===== src/lru_pkg.sv =====
package lru_pkg;

    localparam int FRAMES  = 8;
    localparam int PAGE_W  = 16;
    localparam int SLOT_W  = 3;
    localparam int AGE_W   = 3;
    localparam int OCC_W   = 4;
    localparam int FAULT_W = 32;
    localparam int LIMIT_W = 4;

    localparam logic [LIMIT_W-1:0] LIMIT_RESET = LIMIT_W'(FRAMES);

    typedef struct packed {
        logic [PAGE_W-1:0] page;
        logic              last_access;
    } t_access;

    typedef struct packed {
        logic               hit;
        logic [SLOT_W-1:0]  frame_slot;
        logic               evicted_valid;
        logic [PAGE_W-1:0]  evicted_page;
        logic [OCC_W-1:0]   occupied;
        logic [FAULT_W-1:0] fault_total;
    } t_result;

    // controller to datapath commands
    typedef struct packed {
        logic load;
        logic look;
        logic commit;
    } t_lru_cmd;

endpackage


===== src/lru_ctrl.sv =====
module lru_ctrl
    import lru_pkg::*;
(
    input  logic     i_clk,
    input  logic     i_rst_n,
    input  logic     start,
    output logic     busy,
    output logic     o_cfg_ready,
    output t_lru_cmd o_cmd
);

    typedef enum logic [1:0] {
        S_IDLE,
        S_LOOK,
        S_UPD
    } t_state;

    t_state r_state;
    logic   r_busy;
    logic   r_cfg_ready;

    always_ff @(posedge i_clk) begin
        if (!i_rst_n) begin
            r_state     <= S_IDLE;
            r_busy      <= 1'b0;
            r_cfg_ready <= 1'b1;
        end else begin
            case (r_state)
                S_IDLE: begin
                    if (start) begin
                        r_state     <= S_LOOK;
                        r_busy      <= 1'b1;
                        r_cfg_ready <= 1'b0;
                    end
                end
                S_LOOK: begin
                    r_state     <= S_UPD;
                    r_busy      <= 1'b0;
                    r_cfg_ready <= 1'b0;
                end
                S_UPD: begin
                    // next transaction may enter while this one commits
                    if (start) begin
                        r_state     <= S_LOOK;
                        r_busy      <= 1'b1;
                        r_cfg_ready <= 1'b0;
                    end else begin
                        r_state     <= S_IDLE;
                        r_busy      <= 1'b0;
                        r_cfg_ready <= 1'b1;
                    end
                end
                default: begin
                    r_state     <= S_IDLE;
                    r_busy      <= 1'b0;
                    r_cfg_ready <= 1'b1;
                end
            endcase
        end
    end

    assign busy        = r_busy;
    assign o_cfg_ready = r_cfg_ready;

    always_comb begin
        o_cmd.load   = start && !r_busy;
        o_cmd.look   = (r_state == S_LOOK);
        o_cmd.commit = (r_state == S_UPD);
    end

    a_busy_one_cycle: assert property (@(posedge i_clk) disable iff (!i_rst_n)
        r_busy |=> !r_busy)
        else $error("busy held longer than the lookup cycle");

    a_look_then_upd: assert property (@(posedge i_clk) disable iff (!i_rst_n)
        (r_state == S_LOOK) |=> (r_state == S_UPD))
        else $error("lookup not followed by update");

    a_cfg_only_idle: assert property (@(posedge i_clk) disable iff (!i_rst_n)
        r_cfg_ready |-> (r_state == S_IDLE))
        else $error("config ready outside idle");

endmodule


===== src/lru_dp.sv =====
module lru_dp
    import lru_pkg::*;
(
    input  logic               i_clk,
    input  logic               i_rst_n,
    input  t_lru_cmd           i_cmd,
    input  t_access            i_access,
    input  logic               i_cfg_we,
    input  logic [LIMIT_W-1:0] i_cfg_data,
    output logic               o_done,
    output t_result            o_result
);

    logic [PAGE_W-1:0]  r_frame_page [FRAMES];
    logic [AGE_W-1:0]   r_age        [FRAMES];
    logic [OCC_W-1:0]   r_occ;
    logic [FAULT_W-1:0] r_fault;
    logic [LIMIT_W-1:0] r_limit;

    // transaction latched at accept
    logic [PAGE_W-1:0]  r_page;
    logic               r_last;

    // lookup results
    logic               r_hit;
    logic               r_fill;
    logic [SLOT_W-1:0]  r_slot;
    logic [OCC_W-1:0]   r_ref_age;
    logic [PAGE_W-1:0]  r_ev_page;

    logic               r_done;
    t_result            r_result;

    // ---------------- lookup ----------------
    logic               n_hit;
    logic               n_fill;
    logic [SLOT_W-1:0]  n_slot;
    logic [OCC_W-1:0]   n_ref_age;
    logic [SLOT_W-1:0]  hit_idx;
    logic [SLOT_W-1:0]  vic_idx;
    logic [LIMIT_W-1:0] eff_limit;
    logic [OCC_W-1:0]   oldest;

    always_comb begin
        hit_idx = '0;
        vic_idx = '0;
        n_hit   = 1'b0;
        oldest  = r_occ - OCC_W'(1);
        // lowest index wins
        for (int i = FRAMES - 1; i >= 0; i--) begin
            if (OCC_W'(i) < r_occ && r_frame_page[i] == r_page) begin
                n_hit   = 1'b1;
                hit_idx = SLOT_W'(i);
            end
            if (OCC_W'(i) < r_occ && {1'b0, r_age[i]} == oldest) begin
                vic_idx = SLOT_W'(i);
            end
        end

        if (r_limit == '0) begin
            eff_limit = LIMIT_W'(1);
        end else if (r_limit > LIMIT_W'(FRAMES)) begin
            eff_limit = LIMIT_W'(FRAMES);
        end else begin
            eff_limit = r_limit;
        end

        n_fill = !n_hit && (r_occ < OCC_W'(eff_limit));

        if (n_hit) begin
            n_slot    = hit_idx;
            n_ref_age = {1'b0, r_age[hit_idx]};
        end else if (n_fill) begin
            n_slot    = r_occ[SLOT_W-1:0];
            n_ref_age = OCC_W'(FRAMES);   // every occupied frame ages
        end else begin
            n_slot    = vic_idx;
            n_ref_age = {1'b0, r_age[vic_idx]};
        end
    end

    // ---------------- update ----------------
    logic [AGE_W-1:0]   n_age [FRAMES];
    logic [OCC_W-1:0]   n_occ;
    logic [FAULT_W-1:0] n_fault;
    logic               ev_valid;

    always_comb begin
        for (int i = 0; i < FRAMES; i++) begin
            n_age[i] = r_age[i];
            if (OCC_W'(i) < r_occ && {1'b0, r_age[i]} < r_ref_age) begin
                n_age[i] = r_age[i] + AGE_W'(1);
            end
            if (SLOT_W'(i) == r_slot) begin
                n_age[i] = '0;
            end
        end
        n_occ    = r_fill ? r_occ + OCC_W'(1) : r_occ;
        n_fault  = (!r_hit && r_fault != '1) ? r_fault + FAULT_W'(1) : r_fault;
        ev_valid = !r_hit && !r_fill;
    end

    always_ff @(posedge i_clk) begin
        if (!i_rst_n) begin
            r_occ   <= '0;
            r_fault <= '0;
            r_limit <= LIMIT_RESET;
            r_done  <= 1'b0;
            for (int i = 0; i < FRAMES; i++) begin
                r_age[i] <= '0;
            end
        end else begin
            r_done <= i_cmd.commit;
            if (i_cfg_we) begin
                r_limit <= i_cfg_data;
            end
            if (i_cmd.commit) begin
                if (r_last) begin
                    r_occ   <= '0;
                    r_fault <= '0;
                    for (int i = 0; i < FRAMES; i++) begin
                        r_age[i] <= '0;
                    end
                end else begin
                    r_occ   <= n_occ;
                    r_fault <= n_fault;
                    for (int i = 0; i < FRAMES; i++) begin
                        r_age[i] <= n_age[i];
                    end
                end
            end
        end
    end

    // payload registers
    always_ff @(posedge i_clk) begin
        if (i_cmd.load) begin
            r_page <= i_access.page;
            r_last <= i_access.last_access;
        end
        if (i_cmd.look) begin
            r_hit     <= n_hit;
            r_fill    <= n_fill;
            r_slot    <= n_slot;
            r_ref_age <= n_ref_age;
            r_ev_page <= r_frame_page[vic_idx];
        end
        if (i_cmd.commit) begin
            if (!r_hit) begin
                r_frame_page[r_slot] <= r_page;
            end
            r_result.hit           <= r_hit;
            r_result.frame_slot    <= r_slot;
            r_result.evicted_valid <= ev_valid;
            r_result.evicted_page  <= ev_valid ? r_ev_page : '0;
            r_result.occupied      <= n_occ;
            r_result.fault_total   <= n_fault;
        end
    end

    assign o_done   = r_done;
    assign o_result = r_result;

    a_occ_bound: assert property (@(posedge i_clk) disable iff (!i_rst_n)
        r_occ <= OCC_W'(FRAMES))
        else $error("occupancy beyond frame count");

    a_hit_no_evict: assert property (@(posedge i_clk) disable iff (!i_rst_n)
        r_done |-> !(r_result.hit && r_result.evicted_valid))
        else $error("hit reported together with eviction");

    a_done_after_commit: assert property (@(posedge i_clk) disable iff (!i_rst_n)
        i_cmd.commit |=> r_done)
        else $error("commit without result strobe");

    a_fault_steps: assert property (@(posedge i_clk) disable iff (!i_rst_n)
        (i_cmd.commit && r_hit) |=> ($stable(r_fault) || r_fault == '0))
        else $error("fault count moved on a hit");

endmodule


===== src/lru_page_replacement_top.sv =====
// o_done is registered: from the accepting edge, the lookup state comes first,
// then the update state, and o_done rises as the update state ends
// start is taken while the previous transaction commits, busy is high in the lookup cycle
// the result strobe o_done is shown for exactly one cycle and cannot be stalled by the receiver
// reset (synchronous, active low) empties all frames, zeroes ages and fault count
// and sets the frame limit to 8; no clearing pass is needed
module lru_page_replacement_top
    import lru_pkg::*;
(
    input  logic               i_clk,
    input  logic               i_rst_n,
    input  logic               start,
    output logic               busy,
    input  t_access            i_access,
    input  logic               i_cfg_valid,
    output logic               o_cfg_ready,
    input  logic [LIMIT_W-1:0] i_cfg_data,
    output logic               o_done,
    output t_result            o_result
);

    t_lru_cmd cmd;

    lru_ctrl u_ctrl (
        .i_clk       (i_clk),
        .i_rst_n     (i_rst_n),
        .start       (start),
        .busy        (busy),
        .o_cfg_ready (o_cfg_ready),
        .o_cmd       (cmd)
    );

    lru_dp u_dp (
        .i_clk      (i_clk),
        .i_rst_n    (i_rst_n),
        .i_cmd      (cmd),
        .i_access   (i_access),
        .i_cfg_we   (i_cfg_valid && o_cfg_ready),
        .i_cfg_data (i_cfg_data),
        .o_done     (o_done),
        .o_result   (o_result)
    );

endmodule

===== config.mk =====
export PLATFORM = sky130hd
export DESIGN_NAME = lru_page_replacement_top
export DESIGN_NICKNAME = d
export VERILOG_FILES = /design/src/lru_pkg.sv /design/src/lru_ctrl.sv /design/src/lru_dp.sv /design/src/lru_page_replacement_top.sv
export SDC_FILE = /design/constraint.sdc
export NUM_CORES = 1
export LEC_CHECK = 0
export ABC_AREA = 1
export BUFFER_PORTS_ARGS = -buffer_cell sky130_fd_sc_hd__buf_2
export CORE_MARGIN = 5
export CORE_UTILIZATION = 50
export CTS_CLUSTER_SIZE = 10
export DETAILED_ROUTE_END_ITERATION = 8
export PLACE_DENSITY = 0.67
export SLEW_MARGIN = 20
export SYNTH_ARGS = -nofsm -noshare
export SYNTH_HDL_FRONTEND = slang
export SYNTH_SLANG_ARGS = --single-unit

===== constraint.sdc =====
create_clock -name i_clk -period 8.8 [get_ports i_clk]
set_clock_uncertainty 0.2 [all_clocks]
set_input_delay 0.88 -clock i_clk [delete_from_list [all_inputs] [get_ports i_clk]]
set_output_delay 0.88 -clock i_clk [all_outputs]
set_load 0.01 [all_outputs]

==> impl_metrics.prom, run 1 <==
# TYPE chip_impl_metric gauge
chip_impl_metric{name="finalWorstPathRequiredPeriod",unit="ns"} 4.76
chip_impl_metric{name="insertedDiodeCount",unit=""} 0
chip_impl_metric{name="setup_fix_bufs_post_cts",unit=""} 0
chip_impl_metric{name="rows",unit=""} 64
chip_impl_info{name="synth_top_area_cell",value="sky130_fd_sc_hd__edfxtp_1"} 1
chip_impl_metric{name="synth.top_cell.area_share",unit="%"} 47.8
chip_impl_metric{name="route.final.wire_length",unit="µm"} 42100
chip_impl_metric{name="detailedPlacementHpwl",unit="µm"} 29300
chip_impl_metric{name="fmax",unit="MHz"} 210
chip_impl_metric{name="finalWeightedCongestion",unit=""} 0.919
chip_impl_metric{name="via_count_of_the_first_global_routing_pass",unit=""} 11900
chip_impl_metric{name="cts.path.max_buffers",unit=""} 3
chip_impl_metric{name="detail_route.wl_per_cell",unit="µm"} 18.8
chip_impl_metric{name="power.density",unit="nW/µm²"} 176
chip_impl_metric{name="die_w",unit="µm"} 187
chip_impl_metric{name="drt_pass1_iterations",unit=""} 5
chip_impl_metric{name="ioPinCount",unit=""} 85
chip_impl_metric{name="finish.net_count",unit=""} 1879
chip_impl_info{name="worstSetupStartpointType",value="flip-flop"} 1
chip_impl_metric{name="overflow",unit=""} 0
chip_impl_metric{name="cell_area_after_technology_mapping",unit="µm²"} 15600
chip_impl_metric{name="relSlewSlack",unit="%"} 36.2
chip_impl_metric{name="die_h",unit="µm"} 187
chip_impl_info{name="startpoint_of_the_worst_setup_timing_path",value="u_dp.r_occ[0]"} 1
chip_impl_metric{name="first_iter_violations",unit=""} 1174
chip_impl_info{name="cpMaxStageDelayCell",value="sky130_fd_sc_hd__dfxtp_1"} 1
chip_impl_metric{name="drive_above_1_share",unit="%"} 9.66
chip_impl_metric{name="critical_path_buf_inv_count",unit=""} 2
chip_impl_metric{name="global_route_wire_length_before_repair",unit="µm"} 66000
chip_impl_info{name="root_driver",value="sky130_fd_sc_hd__clkbuf_16"} 1
chip_impl_info{name="r2r_start",value="u_dp.r_occ[0]"} 1
chip_impl_metric{name="route.detailed.drc",unit=""} 0
chip_impl_metric{name="cts-buffers-inserted",unit=""} 36
chip_impl_metric{name="via_count",unit=""} 12300
chip_impl_info{name="min-delay-path-class",value="reg -> reg"} 1
chip_impl_metric{name="final-hold-violation-count",unit=""} 0
chip_impl_metric{name="clkTransAtPathRegs",unit="ns"} 0.05
chip_impl_metric{name="synthesis.yosys.warnings",unit=""} 0
chip_impl_metric{name="cts.sink_count",unit=""} 296
chip_impl_info{name="tritoncts_clock_tree",value="done"} 1
chip_impl_metric{name="layoutNonFillerInstCount",unit=""} 2239
chip_impl_info{name="critical_path.top_delay_family",value="simple AND/OR/NAND/NOR gates"} 1
chip_impl_metric{name="drv_cap",unit=""} 0
chip_impl_info{name="worst_hold_startpoint",value="u_ctrl.o_cfg_ready"} 1
chip_impl_metric{name="peakVddDrop",unit="mV"} 0.123
chip_impl_info{name="timing.critical_path.to_type",value="flip-flop"} 1
chip_impl_metric{name="syn-mean-instance-area",unit="µm²"} 8.90
chip_impl_metric{name="all_layer_gr_usage",unit="%"} 23.6
chip_impl_metric{name="antenna_left",unit=""} 0
chip_impl_metric{name="dieArea",unit="µm²"} 34800
chip_impl_metric{name="crit_path_max_incr_delay",unit="ns"} 0.78
chip_impl_metric{name="grt_start_max_net_pins",unit=""} 72
chip_impl_metric{name="p_leak",unit="µW"} 0.00688
chip_impl_metric{name="dpl.cell_count",unit=""} 2180
chip_impl_metric{name="hold_ws",unit="ns"} 0.292
chip_impl_metric{name="synth.lib_cells_used.distinct",unit=""} 44
chip_impl_metric{name="worst_ep_arrival_time",unit="ns"} 4.84
chip_impl_metric{name="setup-violations-final",unit=""} 0
chip_impl_metric{name="fp.coreArea",unit="µm²"} 30700
chip_impl_metric{name="critical_path_peak_fanout",unit=""} 71
chip_impl_metric{name="worst-endpoint-required",unit="ns"} 8.87
chip_impl_metric{name="synthCells",unit=""} 1751
chip_impl_info{name="timing.critical_path.cells",value="inv_2 > ha_1 > xor2_1 > nand4_1 > nand2_4 > buf_4 > a21oi_1 > o21ai_1 > o21ai_1 > nand2_1 > nand2_1"} 1
chip_impl_metric{name="tightestPinTransition",unit="ns"} 0.955
chip_impl_info{name="outcome",value="finished, final reports clean"} 1
chip_impl_metric{name="mappedNetlistNets",unit=""} 1808
chip_impl_metric{name="tns",unit="ns"} 0
chip_impl_metric{name="synth_sequential_area_ratio",unit="%"} 54.0
chip_impl_metric{name="cts.repair.resized",unit=""} 0
chip_impl_metric{name="routed_via_density",unit=""} 5.49
chip_impl_metric{name="synthToLayoutAreaGrowth",unit="%"} 11.3
chip_impl_metric{name="grt_antenna_before_repair",unit=""} 0
chip_impl_metric{name="ys_seq_elements",unit=""} 296
chip_impl_metric{name="htree_num_levels",unit=""} 2
chip_impl_metric{name="start_util",unit="%"} 50.8
chip_impl_info{name="setup.worst_path.class",value="reg -> reg"} 1
chip_impl_info{name="synthTopCellsByArea",value="sky130_fd_sc_hd__edfxtp_1, sky130_fd_sc_hd__nand2_1, sky130_fd_sc_hd__dfxtp_1, sky130_fd_sc_hd__inv_1, sky130_fd_sc_hd__nor2_1"} 1
chip_impl_metric{name="cts-hold-fix-buffers",unit=""} 0
chip_impl_info{name="setup_repair_after_global_routing_missed_its_margin",value="no"} 1
chip_impl_metric{name="layout_worst_path_cycle_share",unit="%"} 54.1
chip_impl_metric{name="port_buffers",unit=""} 84
chip_impl_metric{name="later_pin_clock_latency_in_the_skew_report",unit="ns"} 0.52
chip_impl_metric{name="maxSlewViolCount",unit=""} 0
## power breakdown
part           switching, µW  total [µW]  leakage [µW]  internal (µW)
registers               48.8        1600       0.00269           1550
logic                   99.3         155       0.00371           55.4
clock network            546        1300      0.000483            756
## cells in the mapped netlist (all sizes together)
cell,count
inv,210
o2111ai,5
nor3,33
o21bai,1
edfxtp,248
ha,32
a211oi,2
o211ai,3
dfxtp,48
and2,1
o21a,3
nor3b,1
nand4,38
clkbuf,29
a31oi,3
nor2,170
or2,14
nand3b,3
xnor2,54
o21ai,127
nand3,94
a221oi,1
a21oi,107
buf,37
clkinv,1
nand2,400
nor4,20
xor2,56
a22oi,1
o22ai,9
## state kept, by name (all words and copies together) (netlist names)
name,cells
u_dp.r_fill,1
u_dp.r_occ,4
u_dp.r_hit,1
u_ctrl.r_state,2
u_dp.r_frame_page,128
u_dp.r_limit,4
u_ctrl.busy,1
u_dp.r_slot,3
u_dp.r_last,1
u_dp.r_ref_age,4
u_dp.o_result,57
u_dp.r_ev_page,16
u_dp.r_page,16
u_dp.r_age,24
u_dp.r_fault,32
u_ctrl.o_cfg_ready,1
u_dp.o_done,1
## cells in the final DEF, fill, tap and decap left out, types with 2 or more instances in the layout
cell type / Yosys / final
sky130_fd_sc_hd__nor2_1: 165 / 163
sky130_fd_sc_hd__dfxtp_1: 48 / 48
sky130_fd_sc_hd__clkinv_1: 1 / 3
sky130_fd_sc_hd__a21oi_2: 1 / 2
sky130_fd_sc_hd__inv_1: 202 / 202
sky130_fd_sc_hd__or2_2: 12 / 12
sky130_fd_sc_hd__nand3_1: 93 / 93
sky130_fd_sc_hd__o21ai_1: 55 / 55
sky130_fd_sc_hd__nand4_1: 38 / 38
sky130_fd_sc_hd__o211ai_1: 3 / 3
sky130_fd_sc_hd__buf_2: 29 / 84
sky130_fd_sc_hd__a31oi_1: 3 / 3
sky130_fd_sc_hd__or2_1: 2 / 2
sky130_fd_sc_hd__o2111ai_1: 5 / 5
sky130_fd_sc_hd__nor2_4: 1 / 3
sky130_fd_sc_hd__inv_2: 8 / 8
sky130_fd_sc_hd__clkbuf_16: 0 / 36
sky130_fd_sc_hd__nor4_2: 0 / 5
sky130_fd_sc_hd__ha_1: 32 / 32
sky130_fd_sc_hd__a21oi_1: 106 / 105
sky130_fd_sc_hd__nand3b_1: 3 / 3
sky130_fd_sc_hd__buf_4: 2 / 15
sky130_fd_sc_hd__nand2_1: 397 / 397
sky130_fd_sc_hd__o22ai_1: 9 / 9
sky130_fd_sc_hd__xor2_1: 55 / 55
sky130_fd_sc_hd__nand2_2: 3 / 2
sky130_fd_sc_hd__nor2_2: 4 / 4
sky130_fd_sc_hd__edfxtp_1: 248 / 248
sky130_fd_sc_hd__clkbuf_1: 28 / 18
sky130_fd_sc_hd__nor4_1: 20 / 15
sky130_fd_sc_hd__o21a_1: 3 / 3
sky130_fd_sc_hd__o21ai_0: 72 / 72
sky130_fd_sc_hd__a211oi_1: 2 / 2
sky130_fd_sc_hd__xnor2_1: 54 / 54
sky130_fd_sc_hd__nor3_1: 32 / 32
## cell type report
| class | count | area, µm² |
|---|---|---|
| tap | 396 | 495 |
| clock inverter | 5 | 37.5 |
| inverter | 211 | 792 |
| multi-input combinational | 1178 | 6100 |
| clock buffer | 54 | 968 |
| timing repair buffer | 99 | 533 |
| fill | 2735 | 13300 |
| sequential | 296 | 8410 |
## worst reg2reg max path, cell delays in order, from the launching register on
cell	delay, ns
sky130_fd_sc_hd__dfxtp_1	0.78
sky130_fd_sc_hd__inv_2	0.24
sky130_fd_sc_hd__ha_1	0.66
sky130_fd_sc_hd__xor2_1	0.18
sky130_fd_sc_hd__nand4_1	0.58
sky130_fd_sc_hd__nand2_4	0.65
sky130_fd_sc_hd__buf_4	0.70
sky130_fd_sc_hd__a21oi_1	0.19
sky130_fd_sc_hd__o21ai_1	0.13
sky130_fd_sc_hd__o21ai_1	0.09
sky130_fd_sc_hd__nand2_1	0.06
sky130_fd_sc_hd__nand2_1	0.06
## final timing paths
path	endpoint	slack [ns]	cells after the start
setup / recovery	u_dp.r_ev_page[6]	4.04	11
hold reg to reg	u_ctrl.o_cfg_ready	0.29	2
setup reg to reg	u_dp.r_ev_page[6]	4.04	11
hold / removal	u_ctrl.o_cfg_ready	0.29	2
## cell families after synthesis
kind of cell               after synthesis  synth area share [%]
AOI/OAI and AO/OA                      262                  8.84
adders and majority gates               32                  2.57
xor gates and xnor gates               110                  6.23
DFF                                    296                  54.0
and+or+nand+nor                        774                  21.2
buffers and inverters                  277                  7.21
## per-layer routing
metal	vias to the layer above	GRT usage [%]	wire length (µm)
met5	-	0	0
met4	0	8.07	1450
met3	88	3.96	2990
met2	452	38.3	19300
met1	5746	32.3	18300
li1	5998	-	-
## metrics by stage
step | area [µm²] | worst slack [ns] | power [µW] | utilization [%]
2_1_floorplan | 15600 | 3.91 | 1720 | -
3_3_place_gp | 16300 | 4.16 | 1780 | 53.2
3_5_place_dp | 16300 | 3.95 | 1780 | 53.2
4_1_cts | 17300 | 3.94 | 3080 | 56.5
5_1_grt | 17300 | 3.84 | 3170 | 56.5
6_report | 17300 | 4.04 | 3060 | 56.5
(Power assumes the default switching activity.)
==> run 2, diff against run 1 <==
Settings changed: PLACE_DENSITY 0.67 to 0.7.
Clock period 8.8 ns to 4.37 ns, I/O delays scaled along.
==> run 2 against run 1 <==
Effect of this change:
- largest cell class unchanged
- critical endpoint is now u_dp.r_ev_page[3]
- routed wire length is 2.0% higher
- global-route usage is 0.25 points higher
- highest routed layer unchanged
- hold slack lost 0.28 ns
==> impl_metrics.prom, run 2 (synthesized netlist as in run 1, its figures left out) <==
# TYPE chip_impl_metric gauge
chip_impl_metric{name="wire_length_on_met1",unit="µm"} 18300
chip_impl_metric{name="insertedDiodeCount",unit=""} 0
chip_impl_metric{name="port_buffers",unit=""} 84
chip_impl_info{name="root_driver",value="sky130_fd_sc_hd__clkbuf_16"} 1
chip_impl_metric{name="grt_antenna_before_repair",unit=""} 0
chip_impl_metric{name="rows",unit=""} 64
chip_impl_metric{name="htree_num_levels",unit=""} 2
chip_impl_info{name="layout.cells.most_common",value="sky130_fd_sc_hd__nand2_1"} 1
chip_impl_metric{name="overflow",unit=""} 0
chip_impl_metric{name="antenna_left",unit=""} 0
chip_impl_metric{name="via_count",unit=""} 12600
chip_impl_metric{name="met3RoutedLength",unit="µm"} 3640
chip_impl_metric{name="ioPinCount",unit=""} 85
chip_impl_metric{name="dieArea",unit="µm²"} 34800
chip_impl_metric{name="finish.net_count",unit=""} 1914
chip_impl_metric{name="tightestPinTransition",unit="ns"} 0.993
chip_impl_metric{name="routed_via_density",unit=""} 5.56
chip_impl_metric{name="first_iter_violations",unit=""} 1513
chip_impl_metric{name="largest_reg_flops",unit=""} 128
chip_impl_metric{name="tns",unit="ns"} 0
chip_impl_metric{name="detailedPlacementHpwl",unit="µm"} 30100
chip_impl_info{name="outcome",value="finished, final reports clean"} 1
chip_impl_metric{name="setup_slack",unit="ns"} 0.570
chip_impl_metric{name="synthToLayoutAreaGrowth",unit="%"} 13.4
chip_impl_metric{name="p_total",unit="µW"} 6200
chip_impl_metric{name="maxSlewViolCount",unit=""} 0
chip_impl_metric{name="cts-buffers-inserted",unit=""} 36
chip_impl_metric{name="later_pin_clock_latency_in_the_skew_report",unit="ns"} 0.51
chip_impl_metric{name="critical_path_peak_fanout",unit=""} 52
chip_impl_metric{name="all_layer_gr_usage",unit="%"} 23.8
chip_impl_metric{name="cts.repair.resized",unit=""} 0
chip_impl_metric{name="die_w",unit="µm"} 187
chip_impl_metric{name="peakVddDrop",unit="mV"} 0.257
chip_impl_info{name="setup.worst_path.class",value="reg -> reg"} 1
chip_impl_metric{name="finalWeightedCongestion",unit=""} 0.915
chip_impl_metric{name="fp.coreArea",unit="µm²"} 30700
chip_impl_info{name="min-delay-path-class",value="in -> reg"} 1
chip_impl_metric{name="setup-violations-final",unit=""} 0
chip_impl_metric{name="start_util",unit="%"} 50.8
chip_impl_metric{name="worst-endpoint-required",unit="ns"} 4.43
chip_impl_metric{name="pre_cts_ws",unit="ns"} 0.650
chip_impl_metric{name="p_leak",unit="µW"} 0.00704
chip_impl_metric{name="clkTransAtPathRegs",unit="ns"} 0.05
chip_impl_metric{name="via_count_of_the_first_global_routing_pass",unit=""} 11900
chip_impl_info{name="layout.cells.most_common_list",value="sky130_fd_sc_hd__nand2_1, sky130_fd_sc_hd__edfxtp_1, sky130_fd_sc_hd__inv_1, sky130_fd_sc_hd__nor2_1, sky130_fd_sc_hd__a21oi_1"} 1
chip_impl_metric{name="route.detailed.drc",unit=""} 0
chip_impl_metric{name="fmax",unit="MHz"} 263
chip_impl_metric{name="relSlewSlack",unit="%"} 33.6
chip_impl_info{name="route.top_layer_used",value="met4"} 1
chip_impl_metric{name="global_route_wire_length_before_repair",unit="µm"} 66800
chip_impl_metric{name="finalWorstPathRequiredPeriod",unit="ns"} 3.80
chip_impl_metric{name="detail_route.wl_per_cell",unit="µm"} 18.9
chip_impl_metric{name="route.final.wire_length",unit="µm"} 42900
chip_impl_metric{name="drv_cap",unit=""} 0
chip_impl_metric{name="power.density",unit="nW/µm²"} 351
chip_impl_info{name="worstSetupStartpointType",value="flip-flop"} 1
chip_impl_metric{name="worst_ep_arrival_time",unit="ns"} 3.86
chip_impl_metric{name="grt_start_max_net_pins",unit=""} 53
chip_impl_metric{name="die_h",unit="µm"} 187
chip_impl_metric{name="cts.path.max_buffers",unit=""} 3
chip_impl_info{name="timing.critical_path.to_type",value="flip-flop"} 1
chip_impl_info{name="tritoncts_clock_tree",value="done"} 1
chip_impl_info{name="regMostFlops",value="u_dp.r_frame_page"} 1
chip_impl_metric{name="final-hold-violation-count",unit=""} 0
chip_impl_metric{name="wl_met2",unit="µm"} 19500
chip_impl_metric{name="cts.sink_count",unit=""} 296
chip_impl_metric{name="drive_above_1_share",unit="%"} 10.3
chip_impl_metric{name="drt_pass1_iterations",unit=""} 6
chip_impl_metric{name="layout_worst_path_cycle_share",unit="%"} 87.0
chip_impl_info{name="setup_repair_after_global_routing_missed_its_margin",value="no"} 1
run 2: cell count changes in the layout (fill, tap and decap cells not counted), sizes merged:
cell / delta
dlygate4sd3: +21
buf: +14
clkbuf: +1
clkinv: -1
run 2: worst paths after layout:
kind                                    startpoint                 end  slack, ns  depth (start not counted)
worst max register to register       u_dp.r_occ[1]   u_dp.r_ev_page[3]       0.57                         10
worst max-delay path                 u_dp.r_occ[1]   u_dp.r_ev_page[3]       0.57                         10
worst min register to register  u_ctrl.o_cfg_ready  u_ctrl.o_cfg_ready       0.31                          2
worst min-delay path                 i_cfg_data[1]     u_dp.r_limit[1]       0.01                          3
run 2: where the power goes:
part / total [µW] / internal [µW] / switching (µW)
Combinational: 348 / 129 / 219
Clock: 2640 / 1540 / 1100
Sequential: 3210 / 3120 / 87.8
Total: 6200 / 4790 / 1410
run 2: cell type report:
cell class | count | area (µm²)
fill | 2727 | 13000
sequential | 296 | 8410
multi-input combinational | 1178 | 6100
clock buffer | 55 | 982
timing repair buffer | 134 | 848
inverter | 211 | 792
tap | 396 | 495
clock inverter | 4 | 35.0
run 2: stage by stage:
stage | util [%] | area (µm²) | hold slack [ns] | cells
after global placement | 53.6 | 16400 | 0.276 | 2194
after detailed placement | 53.6 | 16400 | 0.298 | 2194
after CTS | 57.6 | 17700 | 0.00756 | 2274
after floorplan | - | 15600 | 0.224 | 1751
after global routing | 57.6 | 17700 | 0.0300 | 2274
final | 57.6 | 17700 | 0.0131 | 2274
run 2: layer usage:
metal	GRT usage, %	up-vias
met2	37.9	575
met5	0	-
li1	-	6071
met3	4.48	108
met1	33.1	5884
met4	8.13	0
run 2: repair_timing:
| action | CTS | global route |
|---|---|---|
| hold buffers | 21 | 0 |
| hold endpoints to repair | 20 | 0 |
| buffers inserted | 0 | 0 |
run 2: worst max-delay path, cell delays in order (launching register included):
cell	delay, ns
sky130_fd_sc_hd__dfxtp_1	0.39
sky130_fd_sc_hd__inv_1	0.16
sky130_fd_sc_hd__ha_1	0.62
sky130_fd_sc_hd__xor2_1	0.19
sky130_fd_sc_hd__nand4_1	0.50
sky130_fd_sc_hd__nand2_4	0.52
sky130_fd_sc_hd__buf_4	0.50
sky130_fd_sc_hd__a21oi_1	0.11
sky130_fd_sc_hd__o21ai_0	0.11
sky130_fd_sc_hd__nand2_1	0.07
sky130_fd_sc_hd__o21a_1	0.17
